===== src/design/cbb_pkg.sv =====
// Shared types and constants of the clipped box blur unit.
// No dependencies; every other design file but cbb_ram refers to this package by scoped names.
`default_nettype none
package cbb_pkg;

  localparam int unsigned MAX_WIDTH   = 1024;
  localparam int unsigned MAX_HALF    = 7;
  localparam int unsigned ROW_LIMIT   = 1024;
  localparam int unsigned STORE_DEPTH = (2 * MAX_HALF + 1) * MAX_WIDTH;

  localparam int unsigned CFG_W   = 11;
  localparam int unsigned POS_W   = 10;
  localparam int unsigned HALF_W  = $clog2(MAX_HALF + 1);
  localparam int unsigned IDX_W   = 20;
  localparam int unsigned ADDR_W  = $clog2(STORE_DEPTH);
  localparam int unsigned PIX_W   = 8;
  localparam int unsigned SUM_W   = 16;
  localparam int unsigned CNT_W   = 8;

  localparam logic [1:0] REG_FRAME_WIDTH  = 2'd0;
  localparam logic [1:0] REG_FRAME_HEIGHT = 2'd1;
  localparam logic [1:0] REG_KERNEL_SIZE  = 2'd2;

  // Clamped frame geometry seen by the datapath.
  typedef struct packed {
    logic [CFG_W-1:0]  width;
    logic [CFG_W-1:0]  height;
    logic [HALF_W-1:0] half;
    logic [IDX_W-1:0]  lag;
  } geom_t;

  // One output job handed from the front to the back.
  typedef struct packed {
    logic [POS_W-1:0]  row;
    logic [POS_W-1:0]  col;
    logic [IDX_W-1:0]  newest_idx;
    logic [ADDR_W-1:0] newest_addr;
    logic              last;
  } job_t;

  typedef struct packed {
    logic              we;
    logic [ADDR_W-1:0] addr;
    logic [PIX_W-1:0]  data;
  } store_wr_t;

endpackage
`default_nettype wire


===== src/design/cbb_if.sv =====
// Handshake interfaces for the input and result channels of the blur unit.
// Depends on cbb_pkg for field widths.
`default_nettype none


interface cbb_out_if;
  logic                        valid;
  logic                        ready;
  logic [cbb_pkg::PIX_W-1:0]   mean_out;
  logic                        frame_end;
  modport source (output valid, output mean_out, output frame_end, input ready);
  modport sink   (input valid, input mean_out, input frame_end, output ready);
endinterface
`default_nettype wire


===== src/design/cbb_back.sv =====
// Back end: walks the clipped window in the line store, sums it and divides by the count.
// Depends on cbb_pkg and cbb_if.
`default_nettype none
module cbb_back (
  input  wire logic                      clk_i,
  input  wire logic                      rst_ni,
  input  wire cbb_pkg::geom_t            geom_i,
  input  wire logic                      job_valid_i,
  input  wire cbb_pkg::job_t             job_i,
  output logic                           pop_o,
  output logic [cbb_pkg::ADDR_W-1:0]     rd_addr_o,
  input  wire logic [cbb_pkg::PIX_W-1:0] rd_data_i,
  cbb_out_if.source                      out_if
);
  localparam logic [2:0] ST_IDLE  = 3'd0;
  localparam logic [2:0] ST_SETUP = 3'd1;
  localparam logic [2:0] ST_ADDR  = 3'd2;
  localparam logic [2:0] ST_READ  = 3'd3;
  localparam logic [2:0] ST_TAIL  = 3'd4;
  localparam logic [2:0] ST_DIV   = 3'd5;
  localparam logic [2:0] ST_OUT   = 3'd6;

  logic [2:0]                 state_q;
  logic [cbb_pkg::POS_W-1:0]  r0_q, r1_q, c0_q, c1_q, i_q, j_q;
  logic [cbb_pkg::IDX_W-1:0]  newest_idx_q;
  logic [cbb_pkg::ADDR_W-1:0] newest_addr_q, row_addr_q, rd_addr_q;
  logic                       last_q, rd_pend_q;
  logic [20:0]                prod_q;
  logic [cbb_pkg::SUM_W-1:0]  sum_q;
  logic [cbb_pkg::CNT_W-1:0]  cnt_q;
  logic [cbb_pkg::CNT_W:0]    rem_q;
  logic [4:0]                 div_step_q;
  logic                       out_valid_q, out_end_q;
  logic [cbb_pkg::PIX_W-1:0]  out_mean_q;

  logic [cbb_pkg::CFG_W-1:0]  r_plus, c_plus, w_m1, h_m1;
  logic [cbb_pkg::POS_W-1:0]  r0_d, r1_d, c0_d, c1_d;
  logic [21:0]                delta_full;
  logic [cbb_pkg::ADDR_W-1:0] delta;
  logic [cbb_pkg::ADDR_W:0]   col_step, row_step;
  logic [cbb_pkg::CNT_W:0]    rem_shift;
  logic                       out_free;

  assign w_m1   = geom_i.width - 11'd1;
  assign h_m1   = geom_i.height - 11'd1;
  assign r_plus = {1'b0, job_i.row} + 11'(geom_i.half);
  assign c_plus = {1'b0, job_i.col} + 11'(geom_i.half);
  assign r0_d   = (job_i.row > 10'(geom_i.half)) ? job_i.row - 10'(geom_i.half) : '0;
  assign c0_d   = (job_i.col > 10'(geom_i.half)) ? job_i.col - 10'(geom_i.half) : '0;
  assign r1_d   = (r_plus > h_m1) ? h_m1[cbb_pkg::POS_W-1:0] : r_plus[cbb_pkg::POS_W-1:0];
  assign c1_d   = (c_plus > w_m1) ? w_m1[cbb_pkg::POS_W-1:0] : c_plus[cbb_pkg::POS_W-1:0];

  // Distance back from the newest stored pixel to the window's first pixel.
  assign delta_full = {2'b0, newest_idx_q} - {1'b0, prod_q} - {12'b0, c0_q};
  assign delta      = delta_full[cbb_pkg::ADDR_W-1:0];

  assign col_step  = {1'b0, rd_addr_q} + 15'd1;
  assign row_step  = {1'b0, row_addr_q} + 15'(geom_i.width);
  assign rem_shift = {rem_q[cbb_pkg::CNT_W-1:0], sum_q[cbb_pkg::SUM_W-1]};
  assign out_free  = !out_valid_q || out_if.ready;

  assign pop_o     = (state_q == ST_IDLE) && job_valid_i;
  assign rd_addr_o = rd_addr_q;

  assign out_if.valid     = out_valid_q;
  assign out_if.mean_out  = out_mean_q;
  assign out_if.frame_end = out_end_q;

  always_ff @(posedge clk_i) begin
    case (state_q)
      ST_IDLE: begin
        r0_q          <= r0_d;
        r1_q          <= r1_d;
        c0_q          <= c0_d;
        c1_q          <= c1_d;
        newest_idx_q  <= job_i.newest_idx;
        newest_addr_q <= job_i.newest_addr;
        last_q        <= job_i.last;
      end
      ST_SETUP: begin
        prod_q <= r0_q * geom_i.width;
      end
      ST_ADDR: begin
        if (newest_addr_q < delta) begin
          row_addr_q <= 14'(newest_addr_q + 14'(cbb_pkg::STORE_DEPTH) - delta);
          rd_addr_q  <= 14'(newest_addr_q + 14'(cbb_pkg::STORE_DEPTH) - delta);
        end else begin
          row_addr_q <= newest_addr_q - delta;
          rd_addr_q  <= newest_addr_q - delta;
        end
        i_q   <= r0_q;
        j_q   <= c0_q;
        sum_q <= '0;
        cnt_q <= '0;
      end
      ST_READ: begin
        if (j_q == c1_q) begin
          i_q <= i_q + 10'd1;
          j_q <= c0_q;
          if (row_step >= 15'(cbb_pkg::STORE_DEPTH)) begin
            row_addr_q <= 14'(row_step - 15'(cbb_pkg::STORE_DEPTH));
            rd_addr_q  <= 14'(row_step - 15'(cbb_pkg::STORE_DEPTH));
          end else begin
            row_addr_q <= row_step[cbb_pkg::ADDR_W-1:0];
            rd_addr_q  <= row_step[cbb_pkg::ADDR_W-1:0];
          end
        end else begin
          j_q <= j_q + 10'd1;
          if (col_step >= 15'(cbb_pkg::STORE_DEPTH)) rd_addr_q <= '0;
          else rd_addr_q <= col_step[cbb_pkg::ADDR_W-1:0];
        end
      end
      ST_TAIL: begin
        rem_q <= '0;
      end
      ST_DIV: begin
        // Restoring division: one quotient bit per cycle, shifted into sum_q.
        if (rem_shift >= {1'b0, cnt_q}) begin
          rem_q <= rem_shift - {1'b0, cnt_q};
          sum_q <= {sum_q[cbb_pkg::SUM_W-2:0], 1'b1};
        end else begin
          rem_q <= rem_shift;
          sum_q <= {sum_q[cbb_pkg::SUM_W-2:0], 1'b0};
        end
      end
      default: begin
      end
    endcase
    if (rd_pend_q) begin
      sum_q <= sum_q + 16'(rd_data_i);
      cnt_q <= cnt_q + 8'd1;
    end
    if ((state_q == ST_OUT) && out_free) begin
      out_mean_q <= sum_q[cbb_pkg::PIX_W-1:0];
      out_end_q  <= last_q;
    end
  end

  always_ff @(posedge clk_i or negedge rst_ni) begin
    if (!rst_ni) begin
      state_q     <= ST_IDLE;
      rd_pend_q   <= 1'b0;
      div_step_q  <= '0;
      out_valid_q <= 1'b0;
    end else begin
      rd_pend_q <= (state_q == ST_READ);
      case (state_q)
        ST_IDLE:  if (job_valid_i) state_q <= ST_SETUP;
        ST_SETUP: state_q <= ST_ADDR;
        ST_ADDR:  state_q <= ST_READ;
        ST_READ:  if ((j_q == c1_q) && (i_q == r1_q)) state_q <= ST_TAIL;
        ST_TAIL: begin
          state_q    <= ST_DIV;
          div_step_q <= '0;
        end
        ST_DIV: begin
          div_step_q <= div_step_q + 5'd1;
          if (div_step_q == 5'(cbb_pkg::SUM_W - 1)) state_q <= ST_OUT;
        end
        ST_OUT:   if (out_free) state_q <= ST_IDLE;
        default:  state_q <= ST_IDLE;
      endcase
      if ((state_q == ST_OUT) && out_free) out_valid_q <= 1'b1;
      else if (out_if.ready)               out_valid_q <= 1'b0;
    end
  end

`ifndef ASSERT_OFF
  a_div_nonzero: assert property (@(posedge clk_i) disable iff (!rst_ni)
    (state_q == ST_DIV) |-> (cnt_q != '0)) else $error("division by a zero count");
  a_no_read_in_div: assert property (@(posedge clk_i) disable iff (!rst_ni)
    (state_q == ST_DIV) |-> !rd_pend_q) else $error("store data arrived during division");
  a_window_order: assert property (@(posedge clk_i) disable iff (!rst_ni)
    (state_q == ST_READ) |-> (i_q <= r1_q) && (j_q <= c1_q))
    else $error("window walk left its bounds");
  a_pop_once: assert property (@(posedge clk_i) disable iff (!rst_ni)
    pop_o |=> (state_q == ST_SETUP)) else $error("job taken without starting work");
`endif
endmodule
`default_nettype wire


===== src/flat_wrapper.sv =====
// flat-port wrapper written by rule: the top's interface ports become plain ports
module cbb_back_flat 
  (clk_i, rst_ni, geom_i, job_valid_i, job_i, pop_o, rd_addr_o, rd_data_i, out_if_valid, out_if_mean_out, out_if_frame_end, out_if_ready);
  cbb_out_if out_if_i ();
  input  wire logic clk_i;
  input  wire logic rst_ni;
  input  wire cbb_pkg::geom_t geom_i;
  input  wire logic job_valid_i;
  input  wire cbb_pkg::job_t job_i;
  output logic pop_o;
  output logic [cbb_pkg::ADDR_W-1:0] rd_addr_o;
  input  wire logic [cbb_pkg::PIX_W-1:0] rd_data_i;
  output wire logic [$bits(out_if_i.valid)-1:0] out_if_valid;
  output wire logic [$bits(out_if_i.mean_out)-1:0] out_if_mean_out;
  output wire logic [$bits(out_if_i.frame_end)-1:0] out_if_frame_end;
  input wire logic [$bits(out_if_i.ready)-1:0] out_if_ready;
  assign out_if_valid = out_if_i.valid;
  assign out_if_mean_out = out_if_i.mean_out;
  assign out_if_frame_end = out_if_i.frame_end;
  assign out_if_i.ready = out_if_ready;
  cbb_back u_core (.clk_i(clk_i), .rst_ni(rst_ni), .geom_i(geom_i), .job_valid_i(job_valid_i), .job_i(job_i), .pop_o(pop_o), .rd_addr_o(rd_addr_o), .rd_data_i(rd_data_i), .out_if(out_if_i));
endmodule

===== config.mk =====
export PLATFORM = sky130hd
export DESIGN_NAME = cbb_back_flat
export DESIGN_NICKNAME = d
export VERILOG_FILES = /design/src/design/cbb_pkg.sv /design/src/design/cbb_if.sv /design/src/design/cbb_back.sv /design/src/flat_wrapper.sv
export SDC_FILE = /design/constraint.sdc
export NUM_CORES = 1
export LEC_CHECK = 0
export ABC_AREA = 1
export BUFFER_PORTS_ARGS = -buffer_cell sky130_fd_sc_hd__buf_2
export CAP_MARGIN = 20
export CELL_PAD_IN_SITES_DETAIL_PLACEMENT = 0
export CELL_PAD_IN_SITES_GLOBAL_PLACEMENT = 1
export CORE_ASPECT_RATIO = 0.7
export CORE_MARGIN = 8
export CORE_UTILIZATION = 50
export DETAILED_ROUTE_END_ITERATION = 8
export PLACE_DENSITY_LB_ADDON = 0.15
export SETUP_SLACK_MARGIN = 0.1
export SLEW_MARGIN = 30
export SYNTH_ARGS = -nofsm -noshare
export SYNTH_HDL_FRONTEND = slang
export SYNTH_SLANG_ARGS = --single-unit

===== constraint.sdc =====
create_clock -name clk_i -period 10.8 [get_ports clk_i]
set_input_delay 0.54 -clock clk_i [delete_from_list [all_inputs] [get_ports clk_i]]
set_output_delay 0.54 -clock clk_i [all_outputs]
set_load 0.05 [all_outputs]

# Word level (Yosys, flattened, before mapping)
# Index checks and enable logic that the tools add are counted.
[op_classes] addsub=20 n_mul=1 div_mod_pow=0 magnitude_cmp=8 n_eq_ne=14 shift=0 n_mux=28 bitwise=0 n_reduce_logical=13
[op_table] cell="14-bit 2-to-1 mux" n=5
[op_table] cell="14-bit one-hot mux with 2 select lines" n=2
[op_table] cell="14-bit subtractor" n=3
[op_table] cell="10-bit 2-to-1 mux" n=4
[op_table] cell="10-bit one-hot mux with 2 select lines" n=2
[op_table] cell="16-bit one-hot mux with 2 select lines" n=1
[op_table] cell="15-bit by 14-bit >= comparator with 1-bit output (second input constant)" n=2
[op_table] cell="8-bit 2-to-1 mux" n=3
[op_table] cell="10-bit by 3-bit adder with 11-bit output" n=2
[op_table] cell="11-bit greater-than comparator" n=2
[op_table] cell="11-bit by 1-bit subtractor with 11-bit output (second input constant)" n=2
[op_table] cell="3-bit one-hot mux with 7 select lines" n=1
[op_table] cell="10-bit by 1-bit adder with 10-bit output (second input constant)" n=2
[op_table] cell="10-bit == test" n=2
[op_table] cell="10-bit by 3-bit greater-than comparator with 1-bit output" n=2
[op_table] cell="10-bit by 3-bit subtractor with 10-bit output" n=2
[op_table] cell="16-bit by 8-bit adder with 16-bit output" n=1
[op_table] cell="16-bit 2-to-1 mux" n=1
[op_table] cell="8-bit one-hot mux with 2 select lines" n=1
[op_table] cell="14-bit by 1-bit adder with 15-bit output (second input constant)" n=1
[op_table] cell="14-bit by 11-bit adder with 15-bit output" n=1
[op_table] cell="14-bit adder (second input constant)" n=1
[op_table] cell="14-bit < comparator" n=1
[op_table] cell="10-bit by 11-bit multiplier with 14-bit output" n=1
[op_table] cell="other kinds (23)" n=39
[word_totals] register_bits=182 latch_bits=0 mem_bits_rw=0 rom_bits=0 input_bits=112 out_inout_bits=25 word_cells=105 memories=0

# Depth between registers and ports, before layout
[depth] word_depth=5 depth_mapped=29 depth_no_buf=29

# Worst setup path after synthesis
# OpenSTA, ideal clock, no wires.
[synth_path] kind="flip-flop to output port" from="register u_core.state_q[0]" to="output pop_o" arrival_ps=6333 required_ps=10260 slack_ps=3927 path_stages_with_launch=4 path_buffers=0 cell_sequence="dfrtp_1 nor3_1 inv_1 nor2_1"
[synth_via] elab_chain_len=2
[synth_rtl] item="start, declared" line="cbb_back.sv:23" source="logic [2:0] state_q;"
[synth_rtl] item="start signal, assigned" line="cbb_back.sv:141" source="state_q <= ST_IDLE;"
[synth_rtl] item="start signal, assigned" line="cbb_back.sv:148" source="ST_IDLE: if (job_valid_i) state_q <= ST_SETUP;"
[synth_rtl] item="start signal, assigned" line="cbb_back.sv:149" source="ST_SETUP: state_q <= ST_ADDR;"
[synth_rtl] item="3-bit zero test" line="cbb_back.sv:62" source="assign pop_o = (state_q == ST_IDLE) && job_valid_i;"
[synth_rtl] item="1-bit logical AND" line="cbb_back.sv:62"
[synth_rtl] item="end, declared" line="flat_wrapper.sv:10" source="output logic pop_o;"
# Every way passes these cells.

# Worst setup path in the final report
[layout_path] from="register u_core.r0_q[3] (netlist bit)" to="register u_core.prod_q[13], data pin"
[layout_via] elab_chain_len=1
[layout_rtl] item="start, declared" line="cbb_back.sv:24" source="logic [cbb_pkg::POS_W-1:0] r0_q, r1_q, c0_q, c1_q, i_q, j_q;"
[layout_rtl] item="start signal, assigned" line="cbb_back.sv:72" source="r0_q <= r0_d;"
[layout_rtl] item="10-bit by 11-bit multiplier with 14-bit output" line="cbb_back.sv:81" source="prod_q <= r0_q * geom_i.width;"
[layout_rtl] item="end signal, assigned" line="cbb_back.sv:81"
[layout_rtl] item="end, declared" line="cbb_back.sv:28" source="logic [20:0] prod_q;"
# Every way passes these cells.
# A chain may end at the register's enable or synchronous reset.

==> results.toml <==
[run_status]
status = "completed"

[sta]
hold_ws_ns = 0.2601
rsz0062_at_grt = "false"
worst_pin_slew_ns = 0.9047
timing.fmax_mhz = 184.1
maxSlewHeadroom_pct = 39.47
tns_ns = 0
post-route-period-util_pct = 50.29
clock_skew_ns = 0.01238
setup_viol = 0
fin_crit_ns = 5.432
maxSlewViolCount = 0
finalHoldViolCount = 0

[cells_and_area]
drive_gt1_share_pct = 8.919
mostFrequentLayoutCells = "nand2_1 (460), inv_1 (388), edfxtp_1 (172)"
final_common_cell = "nand2_1"
regArea_sq_um = 5415
multi_input_area_sq_um = 9296
final_cell_area_sq_um = 17930
fin_cells = 2548
area_delta_synth_final_pct = 9.864
fillers = 3045
fin_nets = 2441

[route]
viasPerCell = 5.195
routed_wl_mm = 40.53
wl_per_cell_um = 15.91
first_pass_iters = 5
ant_nets = 0
via_count = 13240
drcViolationCount = 0
drt_iter0_drc = 945

[global_routing]
grt_pass1_vias = 12840
use_met1_pct = 31.34
use_met2_pct = 31.33
met3_usage_pct = 3.427
grt_pass1_wl_mm = 65.98
busiest_layer = "met1"
track_usage_pct = 20.98
grt-ovfl-total = 0
grt_start_max_net_pins = 70
antenna_found_initial = 2

[place]
numPlacedInstances = 2513
dpl_cell_area_sq_um = 17310
gp_congestion = 0.8910
port_buffers = 110
hpwl_mm = 32.24

[synthesis]
ys_warn_count = 0
ys_ff_latch = 182
syn_inst = 2006
syn_avg_cell_area_sq_um = 8.138
synthFlopType = "edfxtp_1"
netlist.area_leader.share_pct = 31.64
synth_nets = 2341
ys_async_sr_fraction_pct = 5.495
syn_area_sq_um = 16320
synthTopCellsByArea = "edfxtp_1 (32%), ha_1 (11%), nand2_1 (11%)"
synth_edf_count = 172
synth_area_leader_cell = "edfxtp_1"
ys_seq_area_share_pct = 33.17
synth_cell_types = 54

[clock_network]
h-tree-depth = 4
cts_buffer_depth = 2
cts-resized-gates = 0
cts_tree = "done"
ctsHoldBuffers = 1
clk_latency_ns = 0.45
clk_pin_slew_worst_paths_ns = 0.08
postCtsSetupRepairBufs = 0
cts-buffers-inserted = 17
cts-root-buf = "clkbuf_16"
clock-sinks = 182

[floorplanning]
die_w_um = 232.0
pin_count = 137
start_util_pct = 50.69
dieArea_sq_um = 38780
die_height_um = 167.2
coreArea_sq_um = 32210
num_rows = 55

[flow_run]
drv_cap = 0

[worst_setup_path]
ff2ff_setup_slack_ns = 5.37
crit_path_cell_trace = "nand2_1, fa_1, inv_1, fa_1, inv_1, fa_1, inv_1, fa_1, inv_1, fa_1, inv_1, ha_1, a21oi_1, o21ai_0, a21oi_1, o21ai_0, nand2_1, nand2_1, a21oi_1, xor2_1"
ff2ff_path_depth = 20
required_ns = 10.99
critical_path.endpoint_type = "flip-flop"
crit_path_top_delay_cell = "edfxtp_1"
crit_family = "adder cells"
critical_path_arrival_ns = 5.63
critPathMaxStageDelay_ns = 0.73
start_kind = "flip-flop"
r2r_start = "u_core.r0_q[3]"
worstReg2RegEnd = "u_core.prod_q[13]"
worst-setup-path-type = "reg2reg"
cp_max_fo = 12
cp_num_buf_inv = 5

[hold_path]
min-delay-start = "job_i[1]"
whs_endpoint = "u_core.newest_addr_q[0]"
holdCritPathClass = "in2reg"
whs_path_depth = 1
## cells by family (layout without fill, tap and decap cells)
| logic type | count (synthesis) | after routing | synth area share [%] |
|---|---|---|---|
| simple gates | 804 | 804 | 21.07 |
| flops | 182 | 182 | 33.17 |
| buf+inv | 432 | 545 | 10.03 |
| fa+ha+maj | 223 | 223 | 20.63 |
| compound gates | 237 | 237 | 8.224 |
| xor+xnor | 128 | 128 | 6.867 |
| other cells | 0 | 2 | 0 |
## cells in the mapped netlist (2+ instances only)
| cell | count |
|---|---|
| dfrtp_1 | 10 |
| o21ai_0 | 86 |
| inv_2 | 7 |
| a21oi_2 | 2 |
| nor2_2 | 2 |
| o2111ai_1 | 3 |
| a211oi_1 | 3 |
| edfxtp_1 | 172 |
| xor2_1 | 92 |
| a22o_1 | 3 |
| a221oi_1 | 2 |
| nand3_2 | 8 |
| a21oi_1 | 86 |
| or2_1 | 2 |
| nor4_1 | 8 |
| nand4_1 | 27 |
| fa_1 | 77 |
| nand2_1 | 461 |
| a21o_1 | 6 |
| a31oi_1 | 7 |
| nand2_2 | 4 |
| o221ai_1 | 2 |
| nor2_1 | 125 |
| a21boi_0 | 2 |
| or3_1 | 5 |
| nand3b_1 | 6 |
| buf_2 | 4 |
| o21ai_1 | 8 |
| ha_1 | 146 |
| nor3_1 | 22 |
| o21bai_1 | 6 |
| and2_1 | 4 |
| nor3b_1 | 2 |
| nand3_1 | 114 |
| or2_2 | 10 |
| inv_1 | 388 |
| o31ai_1 | 3 |
| clkbuf_1 | 29 |
| xnor2_1 | 36 |
| o22ai_1 | 12 |
## worst reg2reg max path, stage by stage, from the launching register on
cell and delay (ns):
edfxtp_1 0.73, nand2_1 0.18, fa_1 0.55, inv_1 0.05
fa_1 0.50, inv_1 0.05, fa_1 0.48, inv_1 0.06
fa_1 0.53, inv_1 0.06, fa_1 0.53, inv_1 0.04
ha_1 0.34, a21oi_1 0.17, o21ai_0 0.11, a21oi_1 0.22
o21ai_0 0.17, nand2_1 0.09, nand2_1 0.07, a21oi_1 0.17
xor2_1 0.08
## area by class of cell
| cell class | instances | area share (%) |
|---|---|---|
| diodes | 2 | 0.02791 |
| clock buffers | 17 | 2.372 |
| clock inverters | 15 | 0.9069 |
| inverters | 396 | 8.288 |
| multi-input cells | 1392 | 51.83 |
| flip-flops and latches | 182 | 30.19 |
| well taps | 427 | 2.979 |
| repair buffers | 117 | 3.398 |
## metal layers
metal	wire, um	up-vias
met5	0	-
met4	563	0
met3	2185	46
li1	-	6664
met2	17490	326
met1	20290	6200
## through the flow
step | util [%] | setup WS [ns]
2_1_floorplan | - | 3.927
6_report | 55.69 | 5.368
3_3_place_gp | 53.75 | 5.371
5_1_grt | 55.69 | 5.083
4_1_cts | 55.61 | 5.397
3_5_place_dp | 53.76 | 5.238
## worst max-delay path by stage
| stage | depth (start not counted) | from | end | slack [ns] |
|---|---|---|---|---|
| 2_1_floorplan | 3 | u_core.state_q[0] | pop_o | 3.93 |
| 3_3_place_gp | 21 | geom_i[39] | u_core.prod_q[13] | 5.37 |
| 3_5_place_dp | 21 | geom_i[39] | u_core.prod_q[13] | 5.24 |
| 4_1_cts | 20 | u_core.r0_q[3] | u_core.prod_q[13] | 5.40 |
| 5_1_grt | 20 | u_core.r0_q[3] | u_core.prod_q[13] | 5.08 |
| 6_report | 20 | u_core.r0_q[3] | u_core.prod_q[13] | 5.37 |
## sequential cells by signal (all words and copies together) (netlist names), 14 cells and up
| register | flops |
|---|---|
| u_core.sum_q | 16 |
| u_core.newest_addr_q | 14 |
| u_core.newest_idx_q | 14 |
| u_core.prod_q | 14 |
| u_core.rd_addr_o | 14 |
| u_core.row_addr_q | 14 |
Power is not shown: default switching activity piles up to over one toggle a cycle in this logic, so the estimate is an artifact.
